File: src/hdl/gacm_pkg.sv
package gacm_pkg;

  // Defaults of the top level parameters.
  localparam int MAX_SIDE_DEF  = 32;
  localparam int TYPE_BITS_DEF = 3;

  // Fixed field widths.
  localparam int OP_W    = 2;
  localparam int COORD_W = 6;
  localparam int SIZE_W  = 6;
  localparam int TYPE_W  = 3;
  localparam int GRID_W  = 6;
  localparam int SUM_W   = 8;   // holds start + size as a signed value
  localparam int PROD_W  = 2 * GRID_W;

  // Configuration port.
  localparam int PADDR_W = 3;
  localparam int PDATA_W = 32;
  localparam logic [0:0] REG_GRID_WIDTH  = 1'b0;
  localparam logic [0:0] REG_GRID_HEIGHT = 1'b1;
  localparam logic [GRID_W-1:0] GRID_RST = GRID_W'(32);

  typedef enum logic [OP_W-1:0] {
    OP_CHECK = 2'd0,
    OP_MARK  = 2'd1,
    OP_TRY   = 2'd2,
    OP_RSVD  = 2'd3
  } op_e;

  typedef struct packed {
    logic [GRID_W-1:0] width;
    logic [GRID_W-1:0] height;
  } cfg_t;

endpackage

File: src/hdl/gacm_cfg.sv
module gacm_cfg
  import gacm_pkg::*;
(
  input  logic               clk_i,
  input  logic               rst_ni,
  input  logic               psel,
  input  logic               penable,
  input  logic               pwrite,
  input  logic [PADDR_W-1:0] paddr,
  input  logic [PDATA_W-1:0] pwdata,
  output logic [PDATA_W-1:0] prdata,
  output logic               pready,
  output cfg_t               cfg_o
);

  logic [GRID_W-1:0] width_q, width_d;
  logic [GRID_W-1:0] height_q, height_d;
  logic              wr_en;

  assign pready = 1'b1;
  assign wr_en  = psel & penable & pwrite;

  always_comb begin
    width_d  = width_q;
    height_d = height_q;
    if (wr_en) begin
      unique case (paddr[2])
        REG_GRID_WIDTH:  width_d  = pwdata[GRID_W-1:0];
        REG_GRID_HEIGHT: height_d = pwdata[GRID_W-1:0];
        default:         width_d  = width_q;
      endcase
    end
  end

  always_ff @(posedge clk_i or negedge rst_ni) begin
    if (!rst_ni) begin
      width_q  <= GRID_RST;
      height_q <= GRID_RST;
    end else begin
      width_q  <= width_d;
      height_q <= height_d;
    end
  end

  always_comb begin
    unique case (paddr[2])
      REG_GRID_WIDTH:  prdata = PDATA_W'(width_q);
      REG_GRID_HEIGHT: prdata = PDATA_W'(height_q);
      default:         prdata = '0;
    endcase
  end

  assign cfg_o.width  = width_q;
  assign cfg_o.height = height_q;

endmodule

File: src/hdl/gacm_store.sv
module gacm_store
  import gacm_pkg::*;
#(
  parameter int DEPTH     = MAX_SIDE_DEF * MAX_SIDE_DEF,
  parameter int TYPE_BITS = TYPE_BITS_DEF,
  parameter int AW        = $clog2(DEPTH)
) (
  input  logic                 clk_i,
  input  logic                 rst_ni,
  input  logic                 we_i,
  input  logic [AW-1:0]        addr_i,
  input  logic [TYPE_BITS-1:0] wdata_i,
  output logic [TYPE_BITS-1:0] rdata_o,
  output logic                 clearing_o
);

  logic [TYPE_BITS-1:0] mem [DEPTH];
  logic [AW-1:0]        clr_q, clr_d;
  logic                 clearing_q, clearing_d;
  logic                 wr;
  logic [AW-1:0]        waddr;
  logic [TYPE_BITS-1:0] wdata;

  // After reset every cell is written to type zero, one per cycle.
  always_comb begin
    clr_d      = clr_q;
    clearing_d = clearing_q;
    if (clearing_q) begin
      clr_d = clr_q + AW'(1);
      if (clr_q == AW'(DEPTH - 1)) begin
        clearing_d = 1'b0;
      end
    end
  end

  always_ff @(posedge clk_i or negedge rst_ni) begin
    if (!rst_ni) begin
      clr_q      <= '0;
      clearing_q <= 1'b1;
    end else begin
      clr_q      <= clr_d;
      clearing_q <= clearing_d;
    end
  end

  assign wr    = clearing_q | we_i;
  assign waddr = clearing_q ? clr_q : addr_i;
  assign wdata = clearing_q ? '0 : wdata_i;

  always_ff @(posedge clk_i) begin
    if (wr) begin
      mem[waddr] <= wdata;
    end
    rdata_o <= mem[addr_i];
  end

  assign clearing_o = clearing_q;

endmodule

File: src/hdl/gacm_seq.sv
module gacm_seq
  import gacm_pkg::*;
#(
  parameter int MAX_SIDE  = MAX_SIDE_DEF,
  parameter int TYPE_BITS = TYPE_BITS_DEF,
  parameter int AW        = $clog2(MAX_SIDE * MAX_SIDE)
) (
  input  logic                 clk_i,
  input  logic                 rst_ni,
  input  cfg_t                 cfg_i,
  input  logic                 store_busy_i,
  input  logic                 start_i,
  input  logic [OP_W-1:0]      operation_i,
  input  logic [COORD_W-1:0]   start_x_i,
  input  logic [COORD_W-1:0]   start_y_i,
  input  logic [SIZE_W-1:0]    size_x_i,
  input  logic [SIZE_W-1:0]    size_y_i,
  input  logic [TYPE_W-1:0]    required_type_i,
  input  logic [TYPE_W-1:0]    placement_type_i,
  output logic                 busy_o,
  output logic                 done_o,
  output logic                 success_o,
  output logic                 mem_we_o,
  output logic [AW-1:0]        mem_addr_o,
  output logic [TYPE_BITS-1:0] mem_wdata_o,
  input  logic [TYPE_BITS-1:0] mem_rdata_i
);

  localparam int SAT   = (MAX_SIDE < 63) ? MAX_SIDE : 63;
  localparam int CMP_W = (TYPE_BITS > TYPE_W) ? TYPE_BITS : TYPE_W;

  typedef enum logic [4:0] {
    ST_IDLE  = 5'b00001,
    ST_SETUP = 5'b00010,
    ST_CHECK = 5'b00100,
    ST_DRAIN = 5'b01000,
    ST_MARK  = 5'b10000
  } state_e;

  state_e state_q, state_d;
  logic   done_q, done_d, succ_q, succ_d;
  logic   fail_q, fail_d, rd_pend_q, rd_pend_d;

  // Captured request.
  op_e                       op_q;
  logic signed [COORD_W-1:0] sx_q, sy_q;
  logic [SIZE_W-1:0]         szx_q, szy_q;
  logic [TYPE_W-1:0]         req_q, plc_q;

  // Clipped scan window and walking position.
  logic [COORD_W-1:0] x0_q, x1_q, y0_q, y1_q;
  logic [COORD_W-1:0] x_q, x_d, y_q, y_d;
  logic [AW-1:0]      base_q, base_d, base0_q;

  logic [GRID_W-1:0]       w_eff, h_eff;
  logic signed [SUM_W-1:0] sx_s, sy_s, ex_s, ey_s, w_s, h_s;
  logic signed [SUM_W-1:0] cx0, cx1, cy0, cy1;
  logic                    empty, prelim;
  logic [PROD_W-1:0]       prod;
  logic                    accept, last_x, last_y, mismatch, ok;

  assign w_eff = (cfg_i.width > GRID_W'(SAT)) ? GRID_W'(SAT) : cfg_i.width;
  assign h_eff = (cfg_i.height > GRID_W'(SAT)) ? GRID_W'(SAT) : cfg_i.height;

  assign sx_s = SUM_W'(sx_q);
  assign sy_s = SUM_W'(sy_q);
  assign ex_s = sx_s + signed'(SUM_W'(szx_q));
  assign ey_s = sy_s + signed'(SUM_W'(szy_q));
  assign w_s  = signed'(SUM_W'(w_eff));
  assign h_s  = signed'(SUM_W'(h_eff));

  // Intersection of the rectangle with the grid.
  assign cx0 = (sx_s < 0) ? '0 : sx_s;
  assign cy0 = (sy_s < 0) ? '0 : sy_s;
  assign cx1 = (ex_s < w_s) ? ex_s : w_s;
  assign cy1 = (ey_s < h_s) ? ey_s : h_s;
  assign empty = (cx0 >= cx1) || (cy0 >= cy1);

  // Bounds test of check and try-place: rectangle inside the grid and start cell valid.
  assign prelim = (ex_s <= w_s) && (ey_s <= h_s) && (sx_s >= 0) && (sy_s >= 0) &&
                  (sx_s < w_s) && (sy_s < h_s);

  assign prod = PROD_W'(cy0[COORD_W-1:0]) * PROD_W'(w_eff);

  assign accept     = start_i & ~busy_o;
  assign busy_o     = (state_q != ST_IDLE) | store_busy_i;
  assign last_x     = (x_q + COORD_W'(1)) == x1_q;
  assign last_y     = (y_q + COORD_W'(1)) == y1_q;
  assign mismatch   = CMP_W'(mem_rdata_i) != CMP_W'(req_q);
  assign ok         = ~fail_q & ~mismatch;
  assign mem_addr_o = base_q + AW'(x_q);
  assign mem_wdata_o = TYPE_BITS'(CMP_W'(plc_q));

  always_comb begin
    state_d   = state_q;
    done_d    = 1'b0;
    succ_d    = succ_q;
    fail_d    = fail_q;
    rd_pend_d = 1'b0;
    x_d       = x_q;
    y_d       = y_q;
    base_d    = base_q;
    mem_we_o  = 1'b0;
    unique case (state_q)
      ST_IDLE: begin
        if (accept) begin
          state_d = ST_SETUP;
        end
      end
      ST_SETUP: begin
        x_d    = cx0[COORD_W-1:0];
        y_d    = cy0[COORD_W-1:0];
        base_d = AW'(prod);
        fail_d = 1'b0;
        if (op_q == OP_MARK) begin
          if (empty) begin
            done_d  = 1'b1;
            succ_d  = 1'b1;
            state_d = ST_IDLE;
          end else begin
            state_d = ST_MARK;
          end
        end else if (!prelim || empty) begin
          // An empty rectangle that passes the bounds test succeeds and marks nothing.
          done_d  = 1'b1;
          succ_d  = prelim;
          state_d = ST_IDLE;
        end else begin
          state_d = ST_CHECK;
        end
      end
      ST_CHECK: begin
        rd_pend_d = 1'b1;
        if (rd_pend_q && mismatch) begin
          fail_d = 1'b1;
        end
        if (last_x) begin
          x_d    = x0_q;
          y_d    = y_q + COORD_W'(1);
          base_d = base_q + AW'(w_eff);
          if (last_y) begin
            state_d = ST_DRAIN;
          end
        end else begin
          x_d = x_q + COORD_W'(1);
        end
      end
      ST_DRAIN: begin
        if (op_q == OP_TRY && ok) begin
          x_d     = x0_q;
          y_d     = y0_q;
          base_d  = base0_q;
          state_d = ST_MARK;
        end else begin
          done_d  = 1'b1;
          succ_d  = ok;
          state_d = ST_IDLE;
        end
      end
      ST_MARK: begin
        mem_we_o = 1'b1;
        if (last_x) begin
          x_d    = x0_q;
          y_d    = y_q + COORD_W'(1);
          base_d = base_q + AW'(w_eff);
          if (last_y) begin
            done_d  = 1'b1;
            succ_d  = 1'b1;
            state_d = ST_IDLE;
          end
        end else begin
          x_d = x_q + COORD_W'(1);
        end
      end
      default: state_d = ST_IDLE;
    endcase
  end

  always_ff @(posedge clk_i or negedge rst_ni) begin
    if (!rst_ni) begin
      state_q   <= ST_IDLE;
      done_q    <= 1'b0;
      succ_q    <= 1'b0;
      fail_q    <= 1'b0;
      rd_pend_q <= 1'b0;
    end else begin
      state_q   <= state_d;
      done_q    <= done_d;
      succ_q    <= succ_d;
      fail_q    <= fail_d;
      rd_pend_q <= rd_pend_d;
    end
  end

  always_ff @(posedge clk_i) begin
    if (accept) begin
      op_q  <= op_e'(operation_i);
      sx_q  <= start_x_i;
      sy_q  <= start_y_i;
      szx_q <= size_x_i;
      szy_q <= size_y_i;
      req_q <= required_type_i;
      plc_q <= placement_type_i;
    end
    if (state_q == ST_SETUP) begin
      x0_q    <= cx0[COORD_W-1:0];
      x1_q    <= cx1[COORD_W-1:0];
      y0_q    <= cy0[COORD_W-1:0];
      y1_q    <= cy1[COORD_W-1:0];
      base0_q <= AW'(prod);
    end
    x_q    <= x_d;
    y_q    <= y_d;
    base_q <= base_d;
  end

  assign done_o    = done_q;
  assign success_o = succ_q;

endmodule

File: src/hdl/grid_area_check_and_mark_core.sv
// Rectangle check and mark on a row-major grid of cell-type codes.
//
// A request is accepted when start_i is high and busy_o is low. The block then
// walks the part of the rectangle that lies in the grid one cell per cycle,
// reading the cell store for a check and writing it for a mark. A try-place
// checks every cell first and, if all match, walks the rectangle a second time to mark it.
// When the request finishes, done_o is high for exactly one cycle with
// success_o, and busy_o falls in that same cycle, so the next request may be
// accepted right away. The receiver cannot stall; the result is simply there
// for that one cycle.
// From the accepting edge, a request goes through ST_SETUP, then ST_CHECK and ST_DRAIN
// for a check or try-place that reads cells, then ST_MARK for a mark or a passing
// try-place. The walk is set by the single port of the cell store, which serves one
// cell per cycle.
// Grid width and height are written over the APB port at addresses 0 and 4; the user must
// write them only while the block is idle, which the block itself does not check. Both reset to 32.
// After reset the store is cleared to type zero, one cell per cycle, over all
// MAX_SIDE*MAX_SIDE cells; busy_o is high meanwhile.
module grid_area_check_and_mark_core
  import gacm_pkg::*;
#(
  parameter int MAX_SIDE  = MAX_SIDE_DEF,
  parameter int TYPE_BITS = TYPE_BITS_DEF
) (
  input  logic               clk_i,
  input  logic               rst_ni,
  input  logic               psel,
  input  logic               penable,
  input  logic               pwrite,
  input  logic [PADDR_W-1:0] paddr,
  input  logic [PDATA_W-1:0] pwdata,
  output logic [PDATA_W-1:0] prdata,
  output logic               pready,
  input  logic               start_i,
  output logic               busy_o,
  input  logic [OP_W-1:0]    operation_i,
  input  logic [COORD_W-1:0] start_x_i,
  input  logic [COORD_W-1:0] start_y_i,
  input  logic [SIZE_W-1:0]  size_x_i,
  input  logic [SIZE_W-1:0]  size_y_i,
  input  logic [TYPE_W-1:0]  required_type_i,
  input  logic [TYPE_W-1:0]  placement_type_i,
  output logic               done_o,
  output logic               success_o
);

  localparam int DEPTH = MAX_SIDE * MAX_SIDE;
  localparam int AW    = $clog2(DEPTH);

  cfg_t                 cfg;
  logic                 clearing;
  logic                 mem_we;
  logic [AW-1:0]        mem_addr;
  logic [TYPE_BITS-1:0] mem_wdata, mem_rdata;

  gacm_cfg u_cfg (
    .clk_i   (clk_i),
    .rst_ni  (rst_ni),
    .psel    (psel),
    .penable (penable),
    .pwrite  (pwrite),
    .paddr   (paddr),
    .pwdata  (pwdata),
    .prdata  (prdata),
    .pready  (pready),
    .cfg_o   (cfg)
  );

  gacm_store #(
    .DEPTH     (DEPTH),
    .TYPE_BITS (TYPE_BITS),
    .AW        (AW)
  ) u_store (
    .clk_i      (clk_i),
    .rst_ni     (rst_ni),
    .we_i       (mem_we),
    .addr_i     (mem_addr),
    .wdata_i    (mem_wdata),
    .rdata_o    (mem_rdata),
    .clearing_o (clearing)
  );

  gacm_seq #(
    .MAX_SIDE  (MAX_SIDE),
    .TYPE_BITS (TYPE_BITS),
    .AW        (AW)
  ) u_seq (
    .clk_i            (clk_i),
    .rst_ni           (rst_ni),
    .cfg_i            (cfg),
    .store_busy_i     (clearing),
    .start_i          (start_i),
    .operation_i      (operation_i),
    .start_x_i        (start_x_i),
    .start_y_i        (start_y_i),
    .size_x_i         (size_x_i),
    .size_y_i         (size_y_i),
    .required_type_i  (required_type_i),
    .placement_type_i (placement_type_i),
    .busy_o           (busy_o),
    .done_o           (done_o),
    .success_o        (success_o),
    .mem_we_o         (mem_we),
    .mem_addr_o       (mem_addr),
    .mem_wdata_o      (mem_wdata),
    .mem_rdata_i      (mem_rdata)
  );

endmodule

File: config.mk
export PLATFORM = sky130hd
export DESIGN_NAME = grid_area_check_and_mark_core
export DESIGN_NICKNAME = d
export VERILOG_FILES = /design/src/hdl/gacm_pkg.sv /design/src/hdl/gacm_cfg.sv /design/src/hdl/gacm_store.sv /design/src/hdl/gacm_seq.sv /design/src/hdl/grid_area_check_and_mark_core.sv
export SDC_FILE = /design/constraint.sdc
export NUM_CORES = 2
export LEC_CHECK = 0
export CORE_MARGIN = 4
export CORE_UTILIZATION = 55
export DETAILED_ROUTE_END_ITERATION = 12
export DONT_BUFFER_PORTS = 1
export HOLD_SLACK_MARGIN = 0.12
export PLACE_DENSITY = 0.68
export SLEW_MARGIN = 15
export SYNTH_ARGS = -nofsm -noshare
export SYNTH_HDL_FRONTEND = slang
export SYNTH_HIERARCHICAL = 1
export SYNTH_SLANG_ARGS = --single-unit
File: constraint.sdc
create_clock -name clk_i -period 87.9 [get_ports clk_i]
set_clock_uncertainty 0.05 [all_clocks]
set_input_delay 4.395 -clock clk_i [delete_from_list [all_inputs] [get_ports clk_i]]
set_output_delay 4.395 -clock clk_i [all_outputs]
set_load 0.02 [all_outputs]
==> impl_metrics.tcl <==
set metrics [dict create \
    status "complete, no violations" \
    postCtsHoldBufs 0 \
    start_util_pct 55.3 \
    cpMaxStageDelayCell "mux2_2" \
    r2r_start "u_seq/x_q[0]" \
    path_buf_inv 0 \
    setup_viol_count_final 0 \
    worst_setup_path_start_kind "primary input" \
    final_cell_mix "edfxtp_1, nor2_1, mux4_2" \
    critPathTopFamily "multiplexers" \
    grt-ovfl-total 0 \
    max_cap_viol_count 0 \
    netlist_area_um2 132000 \
    tightest_slew_ps 1260 \
    vdd_drop_max_mv 0.0224 \
    drt-total-wl_um 350000 \
    antenna_found_initial 16 \
    ys_seq_elements 3193 \
    drt_iter0_markers 9663 \
    cts-buffers-inserted 333 \
    grt_pass1_vias 70400 \
    grt_use_total_pct 28.1 \
    grt_pass1_wl_um 501000 \
    post_cts_resized 0 \
    layout_commonest_cell "edfxtp_1" \
    ys_types 109 \
    fin_cells 10700 \
    layout.nets 7479 \
    rows 179 \
    vias 70800 \
    hpwl_um 200000 \
    tns_ps 0 \
    grtUsageMet1_pct 38.5 \
    synth_edf_count 3158 \
    grt_most_used_layer "met2" \
    synth-warning-count 6 \
    endpoint_kind "primary output" \
    finalCriticalPeriod_ps 9220 \
    htreeDepth 5 \
    fin_crit_sh_pct 10.5 \
    drc 0 \
    hp-class "reg2reg" \
    avgViaCountPerCell 6.60 \
    powerDensity_nw_per_um2 29.3 \
    finalHoldViolations 0 \
    insertion_delay_ps 960 \
    hp-start "u_seq/rd_pend_q" \
    critPathKind "in2out" \
    n_fill_cell 16900 \
    layout-drive-gt1-share_pct 18.3 \
    grt_start_max_net_pins 235 \
    placed_cells 10100 \
    die_area_um2 247000 \
    worstSetupStartpoint "paddr[2]" \
    path_max_fanout 8 \
    dr.pass1.iters 6 \
    gp_congestion 0.835 \
    drtAntennaViolNets 0 \
    crit_required_ps 83460 \
    clk_path_buf_depth 4 \
    crit_chain "mux2_2" \
    cts_root_buf "clkbuf_16" \
    async_flop_share_pct 1.00 \
    maxSlewViolCount 0 \
    syn_avg_cell_area_um2 18.0 \
    met2_usage_pct 44.1 \
    numPortBuffers 0 \
    critPathMaxStageDelay_ps 380 \
    coreArea_um2 238000 \
    syn_inst 7315 \
    ys_seq_area_share_pct 72.8 \
    clock_sinks 3193 \
    slew_headroom_pct 16.1 \
    preCtsSetupSlack_ps 78680 \
    post_drt_wl_per_cell_um 32.6 \
    ios 109 \
    synth_ff_type "edfxtp_1" \
    cts_setup_buffers 0 \
    areaGrowthSynthToFinish_pct 9.91 \
    grt_setup_unrepaired "no" \
    p_leak_nw 45.7 \
    path_clk_slew_ps 60 \
    cts_tree "built" \
    use_met3_pct 5.91 \
    max_freq_mhz 108 \
    fin_ws_ps 78680 \
    cp_data_arrival_time_ps 4770 \
    die_h_um 497 \
    die_x_um 497 \
]
[worst paths after layout]
kind / to / slack [ps] / cells past startpoint
worst max-delay path: prdata[4] / 78680 / 1
worst min-delay path: u_seq/fail_q / 480 / 2
worst max register to register: u_store/rdata_o[0] / 80120 / 14
worst min register to register: u_seq/fail_q / 480 / 2
max in group asynchronous: u_cfg/height_q[5] / 84480 / 0
min in group asynchronous: u_store/clr_q[9] / 3080 / 0
[state kept, by name (all words and copies together), names as in the netlist, 6 cells and up]
| name | count |
|---|---|
| u_cfg/height_q | 6 |
| u_cfg/width_q | 6 |
| u_seq/base0_q | 10 |
| u_seq/base_q | 10 |
| u_seq/sx_q | 6 |
| u_seq/sy_q | 6 |
| u_seq/szx_q | 6 |
| u_seq/szy_q | 6 |
| u_seq/x1_q | 6 |
| u_seq/x_q | 6 |
| u_seq/y1_q | 6 |
| u_seq/y_q | 6 |
| u_store/clr_q | 10 |
| u_store/mem | 3072 |
[Yosys cell counts, drive strengths merged, types with 18 or more instances]
library cell | number | share of area (%)
a31oi | 19 | 0.090
ha | 79 | 0.75
dfrtp | 28 | 0.53
or3 | 19 | 0.090
nor3 | 83 | 0.32
a22oi | 108 | 0.62
inv | 77 | 0.22
buf | 268 | 1.7
nor2 | 1110 | 3.2
mux2 | 23 | 0.20
o221ai | 122 | 0.82
clkbuf | 269 | 0.84
nor2b | 27 | 0.13
a21oi | 134 | 0.51
nand2b | 18 | 0.086
nand3 | 43 | 0.16
mux2i | 324 | 2.5
xnor2 | 40 | 0.27
and2 | 20 | 0.095
o21ai | 91 | 0.35
edfxtp | 3158 | 72
a211oi | 19 | 0.11
nand2 | 197 | 0.56
o22ai | 86 | 0.41
mux4 | 654 | 11
nand4 | 18 | 0.090
[area by class of cell]
class | instances | area (µm²) | share of cell area [%]
well taps | 3167 | 3960 | 2.74
repair buffers | 175 | 1480 | 1.03
multi-input cells | 3530 | 32800 | 22.7
clock buffers | 395 | 8750 | 6.05
diodes | 9 | 22.5 | 0.0156
clock inverters | 174 | 1580 | 1.09
flip-flops and latches | 3193 | 95700 | 66.2
inverters | 78 | 307 | 0.212
[per-layer routing]
metal,up-vias,wire [µm]
met5,-,108
met4,14,16600
met3,810,36800
met2,4127,166000
met1,36700,130000
li1,29100,-
[cells by family after synthesis]
group                    after synthesis  synth area share, %
AO/OA/AOI/OAI                        725                 3.87
XOR/XNOR                              62                0.479
adder cells (fa/ha/maj)               95                0.995
buffers and inverters                617                 2.74
flip-flops                          3193                 72.8
multiplexers                        1001                 13.9
other                                  2              0.00571
AND/OR/NAND/NOR                     1620                 5.21
[report_power, final]
part | internal [mW] | switching (mW) | total, mW
Clock | 0.793 | 0.560 | 1.35
Combinational | 0.374 | 0.741 | 1.11
Sequential | 1.75 | 0.0116 | 1.77
Total | 2.92 | 1.31 | 4.23
[per-stage QoR]
stage	utilization [%]	hold WS, ps	total power, mW	cell area (µm²)
6_report	60.8	477	4.23	145000
5_1_grt	60.8	504	4.37	145000
4_1_cts	60.7	474	4.23	144000
3_5_place_dp	56.4	458	2.89	134000
3_3_place_gp	56.4	452	2.88	134000
2_1_floorplan	-	430	2.62	132000
Power figures use the tool's default switching activity.
